**src/sv/eli_pkg.sv**
```systemverilog
package eli_pkg;

    // fixed widths of times and weights
    localparam int TimeWidth   = 32;
    localparam int WeightWidth = 32;
    localparam int DiffWidth   = TimeWidth + 1;
    localparam int ProdWidth   = 2 * TimeWidth;
    localparam int NumWeights  = 7;
    localparam int AddrWidth   = 4;

    // error codes
    typedef logic [1:0] t_err;
    localparam t_err ERR_OK    = 2'd0;
    localparam t_err ERR_EQUAL = 2'd1;
    localparam t_err ERR_SPAN  = 2'd2;

    // register indexes
    typedef logic [1:0] t_reg_idx;
    localparam t_reg_idx REG_TIME_ONE   = 2'd0;
    localparam t_reg_idx REG_TIME_TWO   = 2'd1;
    localparam t_reg_idx REG_TIME_THREE = 2'd2;
    localparam t_reg_idx REG_TARGET     = 2'd3;

    typedef struct packed {
        logic signed [TimeWidth-1:0] time_one;
        logic signed [TimeWidth-1:0] time_two;
        logic signed [TimeWidth-1:0] time_three;
        logic signed [TimeWidth-1:0] target_time;
    } t_times;

    typedef struct packed {
        logic [2:0][WeightWidth-1:0] quad;
        logic [3:0][WeightWidth-1:0] lin;
        logic                        ready;
    } t_weights;

endpackage

```
**src/sv/eli_apb_regs.sv**
```systemverilog
module eli_apb_regs
    import eli_pkg::*;
(
    input  logic                 i_clk,
    input  logic                 i_rst_n,
    input  logic                 psel,
    input  logic                 penable,
    input  logic                 pwrite,
    input  logic [AddrWidth-1:0] paddr,
    input  logic [31:0]          pwdata,
    output logic [31:0]          prdata,
    output logic                 pready,
    output t_times               o_times,
    output logic                 o_wr
);
    t_times   r_times;
    t_reg_idx idx;

    assign idx    = paddr[3:2];
    assign pready = 1'b1;
    assign o_wr   = psel && penable && pwrite;
    assign o_times = r_times;

    // register writes
    always_ff @(posedge i_clk) begin
        if (!i_rst_n) begin
            r_times.time_one    <= 32'sd0;
            r_times.time_two    <= 32'sd65536;
            r_times.time_three  <= 32'sd131072;
            r_times.target_time <= 32'sd0;
        end else if (o_wr) begin
            unique case (idx)
                REG_TIME_ONE:   r_times.time_one    <= pwdata;
                REG_TIME_TWO:   r_times.time_two    <= pwdata;
                REG_TIME_THREE: r_times.time_three  <= pwdata;
                REG_TARGET:     r_times.target_time <= pwdata;
                default:        r_times.target_time <= pwdata;
            endcase
        end
    end

    // read mux
    always_comb begin
        unique case (idx)
            REG_TIME_ONE:   prdata = r_times.time_one;
            REG_TIME_TWO:   prdata = r_times.time_two;
            REG_TIME_THREE: prdata = r_times.time_three;
            REG_TARGET:     prdata = r_times.target_time;
            default:        prdata = r_times.target_time;
        endcase
    end
endmodule

```
**config.mk**
```make
export PLATFORM = sky130hd
export DESIGN_NAME = eli_apb_regs
export DESIGN_NICKNAME = d
export VERILOG_FILES = /design/src/sv/eli_pkg.sv /design/src/sv/eli_apb_regs.sv
export SDC_FILE = /design/constraint.sdc
export NUM_CORES = 1
export LEC_CHECK = 0
export BUFFER_PORTS_ARGS = -buffer_cell sky130_fd_sc_hd__buf_2
export CAP_MARGIN = 20
export CORE_MARGIN = 8
export CORE_UTILIZATION = 53
export CTS_CLUSTER_SIZE = 30
export DETAILED_ROUTE_END_ITERATION = 7
export GPL_TIMING_DRIVEN = 0
export PLACE_DENSITY = 0.91
export SLEW_MARGIN = 5
export SYNTH_ARGS = -nofsm -noshare
export SYNTH_HDL_FRONTEND = slang
export SYNTH_SLANG_ARGS = --single-unit
```
**constraint.sdc**
```tcl
create_clock -name i_clk -period 2.4 [get_ports i_clk]
set_input_delay 0.24 -clock i_clk [delete_from_list [all_inputs] [get_ports i_clk]]
set_output_delay 0.24 -clock i_clk [all_outputs]
set_load 0.01 [all_outputs]
```
==> out/metrics.csv <==
stage,metric,value,unit
power,powerDensity,700,mW/mm^2
cts,htreeDepth,4,
synth,ys_types,20,
layout,drive_gt1_share,39.8,%
power,leakagePower,3.67,nW
routing,dr.pass1.iters,5,
synth,yosys-top-cells-count,"nand2_1, dfxtp_1, mux2i_1",
critical_path,endpoint_kind,output port,
placement,placedInstanceArea,0.00672,mm^2
global_route,grt_max_degree,17,
timing,min_period,1.75,ns
synth,async_flop_share,0,%
layout,stdcell_count,864,
routing,route.antenna.remaining_nets,0,
min_path,hold_class,in -> reg,
cts,cts_resized,0,
critical_path,critPathMaxStageDelay,0.34,ns
global_route,overflow,0,
timing,slew_headroom,57.1,%
layout,fillCellCount,769,
synth,yosysTopAreaCellShare,46.1,%
die,io_pins,203,
power,ir_worst_vdd,0.000414,V
placement,pre_cts_ws,0.651,ns
die,row_count,37,
synth,yosysSeqAreaShare,46.1,%
die,fp.dieH,118,um
cts,post_cts_buffers,0,
synth,post-synth-top-count-cell,nand2_1,
synth,synth_seq_cells,128,
cts,tritoncts,built,
global_route,grt_pass1_vias,5285,
global_route,antenna_found_initial,0,
routing,via_per_inst,5.58,
critical_path,arrival,1.51,ns
synth,yosys.area.top_type,dfxtp_1,
layout,largest_reg_flops,128,
placement,dp.cells,832,
synth,synth_cells,499,
job,cap_violations,0,
routing,drt_iter0_drc,344,
die,dieArea,0.0140,mm^2
timing,rsz0062_at_grt,false,
timing,setup_ws,0.646,ns
layout,num_antenna_cells,0,
critical_path,cp_slowest_cell,mux4_2,
timing,tns,0,ns
synth,syn_area,0.00556,mm^2
placement,port_buffers,197,
routing,post_drt_wl_per_cell,20.4,um
timing,fin_worst_skew,0,ns
routing,drc_errors,0,
timing,hold_viol,0,
timing,drv_slew,0,
timing,post-route-period-util,73.1,%
synth,synth_edf_count,0,
critical_path,crit_type,in -> out,
synth,synth_flop_cell,dfxtp_1,
global_route,grt_usage,24.5,%
routing,drt_wl_total,17700,um
critical_path,path_cells,buf_2 > buf_6 > buf_6 > buf_4 > mux4_2 > buf_2,
critical_path,cp_max_fo,10,
die,die_x,118,um
global_route,grt_pass1_wl,27700,um
timing,max_freq,570,MHz
die,core-area,0.0103,mm^2
critical_path,critPathLaunchType,input port,
timing,setup_viol,0,
placement,post-dp-hpwl,12900,um
critical_path,r2r_setup_slack,1.68,ns
cts,root_buffer,clkbuf_8,
synth,synthTopCellsByArea,"dfxtp_1, mux2i_1, mux4_2",
cts,clockBufferDepth,2,
layout,finalNetCount,756,
placement,gp_congestion,0.807,
synth,syn_avg_cell_area,11.2,um^2
layout,design_area,0.00732,mm^2
layout,syn2layout_area_growth,31.6,%
run_status,status,finished clean,
timing,tightestPinTransition,0.644,ns
cts,clock_latency,0.50,ns
cts,clock-sinks,128,
die,start_util,54.1,%
synth,synth.net_count,540,
critical_path,cp.required,2.16,ns
cts,numCtsBuffers,17,
power,power,5.13,mW
routing,via_count,4821,
synth,ys_warn_count,0,
cts,clk_pin_slew,0.06,ns
cts,cts_hold_buf,0,
kinds of logic after synthesis:
kind of cell / count (synthesis) / share of synthesized area (%)
other cells: 1 / 0.0674
simple gates: 166 / 11.9
buf+inv: 43 / 5.96
mux: 159 / 35.8
compound gates: 2 / 0.247
flops: 128 / 46.1
cell type report:
class | count | area [um^2] | area share [%]
flip-flops and latches | 128 | 2560 | 35.0
clock inverters | 12 | 158 | 2.15
repair buffers | 197 | 986 | 13.5
plain buffers | 42 | 328 | 4.48
multi-input cells | 328 | 2670 | 36.5
inverters | 1 | 3.75 | 0.0513
clock buffers | 20 | 445 | 6.08
well taps | 136 | 170 | 2.32
worst max-delay path: cells and delay by family:
| family | cells | cell delay [ns] |
|---|---|---|
| buffers and inverters | 5 | 0.92 |
| multiplexers | 1 | 0.34 |
path summary, 6_finish.rpt:
check | from | to | cells after the start
setup / recovery | paddr[2] | prdata[30] | 6
hold / removal | pwdata[16] | o_times[80] | 3
hold reg to reg | o_times[126] | o_times[126] | 2
setup reg to reg | o_times[73] | o_times[73] | 2
power breakdown:
| group | leakage, nW | switching [mW] | internal [mW] | total (mW) |
|---|---|---|---|---|
| registers | 1.03 | 0.0222 | 2.15 | 2.18 |
| logic | 2.35 | 0.210 | 0.140 | 0.350 |
| clock network | 0.288 | 0.960 | 1.64 | 2.60 |
stage by stage:
step / utilization (%) / hold WS (ns)
after floorplan: - / 0.400
after global placement: 65.4 / 0.450
after detailed placement: 65.4 / 0.462
after CTS: 71.3 / 0.0113
after global routing: 71.3 / 0.0116
final: 71.3 / 0.0237
per-layer routing:
metal / routed length, um / part of all wire, % / GRT usage, %
met5: 0 / 0 / 0
met4: 545 / 3.1 / 12.0
met3: 1190 / 6.7 / 6.14
met2: 9090 / 51 / 43.7
met1: 6830 / 39 / 26.7
cell usage in the layout (no fill, tap or decap):
master and instances:
nor3b_4 1, clkbuf_8 3, nor2b_1 2, bufinv_16 3, inv_6 2, clkinv_2 2, o311ai_0 1, inv_1 1
buf_2 201, nand3_2 1, buf_4 9, mux2i_1 127, conb_1 1, buf_6 11, buf_12 3, nand4_1 1
nand3b_1 1, o21ai_0 1, and3_1 1, nand2_1 158, dfxtp_1 128, clkbuf_1 16, clkbuf_16 16, nor2_2 1
clkinvlp_4 3, mux4_2 32, clkinv_4 2
Power figures use the tool's default switching activity.
