### config.mk
export PLATFORM = sky130hd
export DESIGN_NAME = eli_weight_unit
export DESIGN_NICKNAME = d
export VERILOG_FILES = /design/src/sv/eli_pkg.sv /design/src/sv/eli_weight_unit.sv
export SDC_FILE = /design/constraint.sdc
export NUM_CORES = 2
export LEC_CHECK = 0
export BUFFER_PORTS_ARGS = -buffer_cell sky130_fd_sc_hd__buf_2
export CELL_PAD_IN_SITES_DETAIL_PLACEMENT = 1
export CELL_PAD_IN_SITES_GLOBAL_PLACEMENT = 1
export CORE_ASPECT_RATIO = 0.6
export CORE_UTILIZATION = 54
export DETAILED_ROUTE_END_ITERATION = 8
export PLACE_DENSITY = 0.86
export SKIP_LAST_GASP = 1
export SYNTH_ARGS = -nofsm -noshare
export SYNTH_HDL_FRONTEND = slang
export SYNTH_SLANG_ARGS = --single-unit
### constraint.sdc
create_clock -name i_clk -period 26.2 [get_ports i_clk]
set_clock_uncertainty 0.15 [all_clocks]
set_input_delay 3.93 -clock i_clk [delete_from_list [all_inputs] [get_ports i_clk]]
set_output_delay 3.93 -clock i_clk [all_outputs]
set_load 0.05 [all_outputs]
### src/sv/eli_pkg.sv
package eli_pkg;

    // fixed widths of times and weights
    localparam int TimeWidth   = 32;
    localparam int WeightWidth = 32;
    localparam int DiffWidth   = TimeWidth + 1;
    localparam int ProdWidth   = 2 * TimeWidth;
    localparam int NumWeights  = 7;
    localparam int AddrWidth   = 4;

    // error codes
    typedef logic [1:0] t_err;
    localparam t_err ERR_OK    = 2'd0;
    localparam t_err ERR_EQUAL = 2'd1;
    localparam t_err ERR_SPAN  = 2'd2;

    // register indexes
    typedef logic [1:0] t_reg_idx;
    localparam t_reg_idx REG_TIME_ONE   = 2'd0;
    localparam t_reg_idx REG_TIME_TWO   = 2'd1;
    localparam t_reg_idx REG_TIME_THREE = 2'd2;
    localparam t_reg_idx REG_TARGET     = 2'd3;

    typedef struct packed {
        logic signed [TimeWidth-1:0] time_one;
        logic signed [TimeWidth-1:0] time_two;
        logic signed [TimeWidth-1:0] time_three;
        logic signed [TimeWidth-1:0] target_time;
    } t_times;

    typedef struct packed {
        logic [2:0][WeightWidth-1:0] quad;
        logic [3:0][WeightWidth-1:0] lin;
        logic                        ready;
    } t_weights;

endpackage

### src/sv/eli_weight_unit.sv
module eli_weight_unit
    import eli_pkg::*;
#(
    parameter int WEIGHT_FRACTION_BITS = 28
) (
    input  logic     i_clk,
    input  logic     i_rst_n,
    input  t_times   i_times,
    input  logic     i_wr,
    output t_weights o_weights
);
    localparam int DivSteps = ProdWidth + WEIGHT_FRACTION_BITS;
    localparam int CntWidth = $clog2(DivSteps);
    localparam int QuoWidth = WeightWidth + 2;

    typedef enum logic [4:0] {
        S_MUL_N = 5'b00001,
        S_MUL_D = 5'b00010,
        S_DIV   = 5'b00100,
        S_STORE = 5'b01000,
        S_DONE  = 5'b10000
    } t_state;

    function automatic logic [TimeWidth-1:0] mag(input logic signed [DiffWidth-1:0] d);
        logic signed [DiffWidth-1:0] a;
        a = (d < 0) ? -d : d;
        return a[TimeWidth-1:0];
    endfunction

    t_state                       r_state;
    logic [2:0]                   r_idx;
    logic [CntWidth-1:0]          r_cnt;
    logic [ProdWidth-1:0]         r_num, r_den, r_sh, r_rem;
    logic [QuoWidth-1:0]          r_quo;
    logic                         r_big, r_neg, r_ready;
    logic [WeightWidth-1:0]       r_w [NumWeights];

    logic signed [DiffWidth-1:0]  t1, t2, t3, t;
    logic signed [DiffWidth-1:0]  dt1, dt2, dt3, d12, d13, d23;
    logic signed [DiffWidth-1:0]  na, nb, da, db;
    logic [TimeWidth-1:0]         mul_a, mul_b;
    logic [ProdWidth-1:0]         mul_p;
    logic [ProdWidth:0]           r2, diff;
    logic                         qb, rnd, sat;
    logic [QuoWidth:0]            qr, lim, qmag;
    logic [WeightWidth-1:0]       w;

    // time differences
    assign t1  = DiffWidth'(i_times.time_one);
    assign t2  = DiffWidth'(i_times.time_two);
    assign t3  = DiffWidth'(i_times.time_three);
    assign t   = DiffWidth'(i_times.target_time);
    assign dt1 = t - t1;
    assign dt2 = t - t2;
    assign dt3 = t - t3;
    assign d12 = t1 - t2;
    assign d13 = t1 - t3;
    assign d23 = t2 - t3;

    // operand select per weight
    always_comb begin
        unique case (r_idx)
            3'd0:    begin na = dt2; nb = dt3;          da = d12;  db = d13;  end
            3'd1:    begin na = dt1; nb = dt3;          da = -d12; db = d23;  end
            3'd2:    begin na = dt1; nb = dt2;          da = -d13; db = -d23; end
            3'd3:    begin na = dt2; nb = DiffWidth'(1); da = d12;  db = DiffWidth'(1); end
            3'd4:    begin na = dt1; nb = DiffWidth'(1); da = -d12; db = DiffWidth'(1); end
            3'd5:    begin na = dt3; nb = DiffWidth'(1); da = d23;  db = DiffWidth'(1); end
            default: begin na = dt2; nb = DiffWidth'(1); da = -d23; db = DiffWidth'(1); end
        endcase
    end

    // shared multiplier for numerator and denominator
    assign mul_a = (r_state == S_MUL_N) ? mag(na) : mag(da);
    assign mul_b = (r_state == S_MUL_N) ? mag(nb) : mag(db);
    assign mul_p = mul_a * mul_b;

    // restoring division step
    assign r2   = {r_rem, r_sh[ProdWidth-1]};
    assign diff = r2 - {1'b0, r_den};
    assign qb   = (r2 >= {1'b0, r_den});

    // rounding and saturation of the quotient
    assign rnd  = ({r_rem, 1'b0} >= {1'b0, r_den});
    assign qr   = {1'b0, r_quo} + (QuoWidth+1)'(rnd);
    assign lim  = r_neg ? (QuoWidth+1)'(33'h080000000) : (QuoWidth+1)'(33'h07fffffff);
    assign sat  = r_big || (qr > lim);
    assign qmag = sat ? lim : qr;
    assign w    = (r_den == '0) ? '0
                : (r_neg ? (-qmag[WeightWidth-1:0]) : qmag[WeightWidth-1:0]);

    // weight sequencer
    always_ff @(posedge i_clk) begin
        if (!i_rst_n || i_wr) begin
            r_state <= S_MUL_N;
            r_idx   <= 3'd0;
            r_ready <= 1'b0;
        end else begin
            unique case (r_state)
                S_MUL_N: r_state <= S_MUL_D;
                S_MUL_D: r_state <= S_DIV;
                S_DIV: begin
                    if (r_cnt == CntWidth'(DivSteps - 1)) r_state <= S_STORE;
                end
                S_STORE: begin
                    if (r_idx == 3'(NumWeights - 1)) begin
                        r_state <= S_DONE;
                        r_ready <= 1'b1;
                    end else begin
                        r_idx   <= r_idx + 3'd1;
                        r_state <= S_MUL_N;
                    end
                end
                S_DONE:  r_state <= S_DONE;
                default: r_state <= S_MUL_N;
            endcase
        end
    end

    // datapath of the divider
    always_ff @(posedge i_clk) begin
        unique case (r_state)
            S_MUL_N: begin
                r_num <= mul_p;
                r_neg <= ((na < 0) ^ (nb < 0)) ^ ((da < 0) ^ (db < 0));
            end
            S_MUL_D: begin
                r_den <= mul_p;
                r_sh  <= r_num;
                r_rem <= '0;
                r_quo <= '0;
                r_big <= 1'b0;
                r_cnt <= '0;
            end
            S_DIV: begin
                r_sh  <= {r_sh[ProdWidth-2:0], 1'b0};
                r_rem <= qb ? diff[ProdWidth-1:0] : r2[ProdWidth-1:0];
                r_big <= r_big | r_quo[QuoWidth-1];
                r_quo <= {r_quo[QuoWidth-2:0], qb};
                r_cnt <= r_cnt + CntWidth'(1);
            end
            S_STORE: r_w[r_idx] <= w;
            default: r_cnt <= r_cnt;
        endcase
    end

    assign o_weights.quad  = {r_w[2], r_w[1], r_w[0]};
    assign o_weights.lin   = {r_w[6], r_w[5], r_w[4], r_w[3]};
    assign o_weights.ready = r_ready;
endmodule

==> impl_results.md <==
- Drt via density: approximately 6.9
- DRT antenna net count: 0
- CP most frequent cell: fa_1
- Pin count of the biggest net entering global routing: 89
- Average wire per standard cell: 32.89 um
- Initial Util: 0.5450
- Synth Instances: 8895
- Vias in the first global route: around 78000
- Slew headroom: -0.09803
- # hold bufs at CTS: 0
- Final Hold Vio Count: 0
- Grt ovf: 0
- Mapped Nets: ~10000
- MaxCap Viol Count: 4
- Main flop type after synthesis: edfxtp_1
- Failing checks: max-capacitance violations, max-slew violations
- Met2 routed WL: 143.2 mm
- Clock Path Buffers: 3
- Initial antenna violation count: 26
- Routed via count: 75461
- Die Span X: 491.1 um
- Most frequent cells in the layout: inv_1 (1330), nand2_1 (1157), fa_1 (903), ha_1 (567), edfxtp_1 (523)
- FF+latch count, synth: 532
- Crit-path slowest cell: o31a_1
- Routed length on met1: 139.3 mm
- Setup TNS: 0 ps
- CP max FO: 20
- CP endpoint kind: flop
- Placed wire-length estimate: 281.4 mm
- Iter 0 DRT Violations: 10619
- Post-synth EDFFs: 523
- Commonest non-fill, non-tap cell in the layout: inv_1
- Top layer in use: met5
- TritonCTS buffer count: between 40 and 50
- Synth area leaders: fa_1 (23%), edfxtp_1 (20%), ha_1 (9.2%), inv_1 (6.5%), nand2_1 (5.7%)
- Post-CTS setup buffers: 0
- Final worst path period need: 21850 ps
- WL final: between 300 and 400 mm
- First-pass DRT Iterations: 8
- Fin nets: 10624
- Req. time, crit path: around 26000 ps
- Clk sink count: 532
- Synthesis Warnings: 0
- Critical path launch point type: input pin
- Root buffer cell: clkbuf_16
- Layout cells sized above 1: 0.08263
- DRC viols: 0
- First-pass GRT wire length: 521.9 mm
- Largest stage delay on the critical path: approximately 1100 ps
- Placed cell area: 81600 um^2
- WP data arrival: around 22000 ps
- Register area share after synthesis: 0.2050
- Total GRT Usage: 0.4887
- Core Region: 142200 um^2
- Core Rows: 107
- Max Freq: 45.77 MHz
- Setup Crit Path Kind: in2reg
- Die extent in y: roughly 300 um
- Fin crit share: 0.8340
- Layout fillers: approximately 17000
- RSZ-0062 raised after global routing: false
- HP Class: reg2reg
- CTS H-tree depth: 2
- Ys async rst share: 0
- Top Ports: 356
- Final setup vio count: 0
- Mapped Area: around 77000 um^2
- Worst-path clk slew: 90 ps
- Post-cts sizing count: 0
- Area grow syn2layout: 7.217%
- Avg Cell Area, Syn: between 8 and 9 um^2
- Max Slew Vio Count: 38
- Area leader, netlist: fa_1
- Port bufs: between 300 and 400
- Full die area: 145100 um^2
- Worst skew pair latency: 620 ps
- Met3 WL: slightly above 60 mm
- Final Cell Area: 83080 um^2
- Slew @ Worst Pin: 1636 ps
- Post-synthesis cell type count: 111
- Status: finished with violations
- Share of the synthesized area in the top cell type: 0.2333
- GPL Wtd Cong: just over 1
- CTS tree: built
worst max-delay path: cells and delay by family:
| kind | cells | cell delay [ps] |
|---|---|---|
| buffers and inverters | 9 | 760 |
| AO/OA/AOI/OAI | 14 | 6230 |
| adder cells (fa/ha/maj) | 11 | 5320 |
| AND/OR/NAND/NOR | 12 | 5630 |
| XOR/XNOR | 1 | 160 |
path summary, 6_finish.rpt:
check | start | end | slack, ps | depth (start not counted)
max | i_times[96] | r_den[59]$_DFFE_PP_ | 4350 | 47
min | r_num[27]$_DFFE_PP_ | r_sh[27]$_DFFE_PP_ | 370 | 2
max reg2reg | r_idx[0]$_SDFFE_PP0P_ | r_den[59]$_DFFE_PP_ | 8440 | 42
min reg2reg | r_num[27]$_DFFE_PP_ | r_sh[27]$_DFFE_PP_ | 370 | 2
registers in the layout, indices dropped and copies added, names as in the netlist:
name	count
r_state	5
r_sh	64
r_w	224
r_quo	34
r_rem	64
r_ready	1
r_big	1
r_idx	3
r_neg	1
r_num	64
r_den	64
r_cnt	7
per-layer routing:
metal | vias to the layer above | global-route usage
met3 | 1349 | 0.2386
met5 | - | 0.02175
li1 | 30206 | -
met4 | 41 | 0.1875
met2 | 6122 | 0.6741
met1 | 37743 | 0.6513
cells by family (layout without fill, tap and decap cells):
family / Yosys count / count (layout) / share of synthesized area
flip-flops: 532 / 532 / 0.2050
adder cells (fa/ha/maj): 1470 / 1470 / 0.3248
buffers and inverters: 1745 / 1902 / 0.08567
AND/OR/NAND/NOR: 2924 / 2924 / 0.1807
XOR/XNOR: 424 / 424 / 0.04792
multiplexers: 25 / 25 / 0.003294
other: 0 / 22 / 0
AO/OA/AOI/OAI: 1775 / 1775 / 0.1526
cell type report:
| cell class | count | area, um^2 | area share |
|---|---|---|---|
| inverters | 1332 | 5005 | 0.06024 |
| clock buffers | 45 | 1041 | 0.01253 |
| clock inverters | 27 | 382.9 | 0.004608 |
| flip-flops and latches | 532 | 15890 | 0.1912 |
| repair buffers | 498 | 2858 | 0.03440 |
| multi-input cells | 6618 | 55470 | 0.6677 |
| well taps | 1907 | 2386 | 0.02872 |
| diodes | 22 | 55.05 | 0.0006626 |
synthesized netlist by cell type, types with 207 or more instances:
cell / instances
clkbuf_1: 345
ha_1: 567
a21o_1: 207
a21oi_1: 518
and2_1: 228
nor2_1: 517
inv_1: 1332
o21ai_0: 261
xnor2_1: 270
nand2_1: 1167
fa_1: 903
edfxtp_1: 523
per-stage QoR:
step,setup slack (ps),instances,hold slack (ps),util
3_5_place_dp,5001,10887,355.7,0.5739
4_1_cts,5380,10959,370.4,0.5839
2_1_floorplan,9126,8895,288.0,-
6_report,4350,10981,368.2,0.5844
3_3_place_gp,5952,10886,339.8,0.5737
5_1_grt,4256,10962,388.7,0.5840
Power is not shown: default switching activity piles up to over one toggle a cycle in this logic, so the estimate is an artifact.
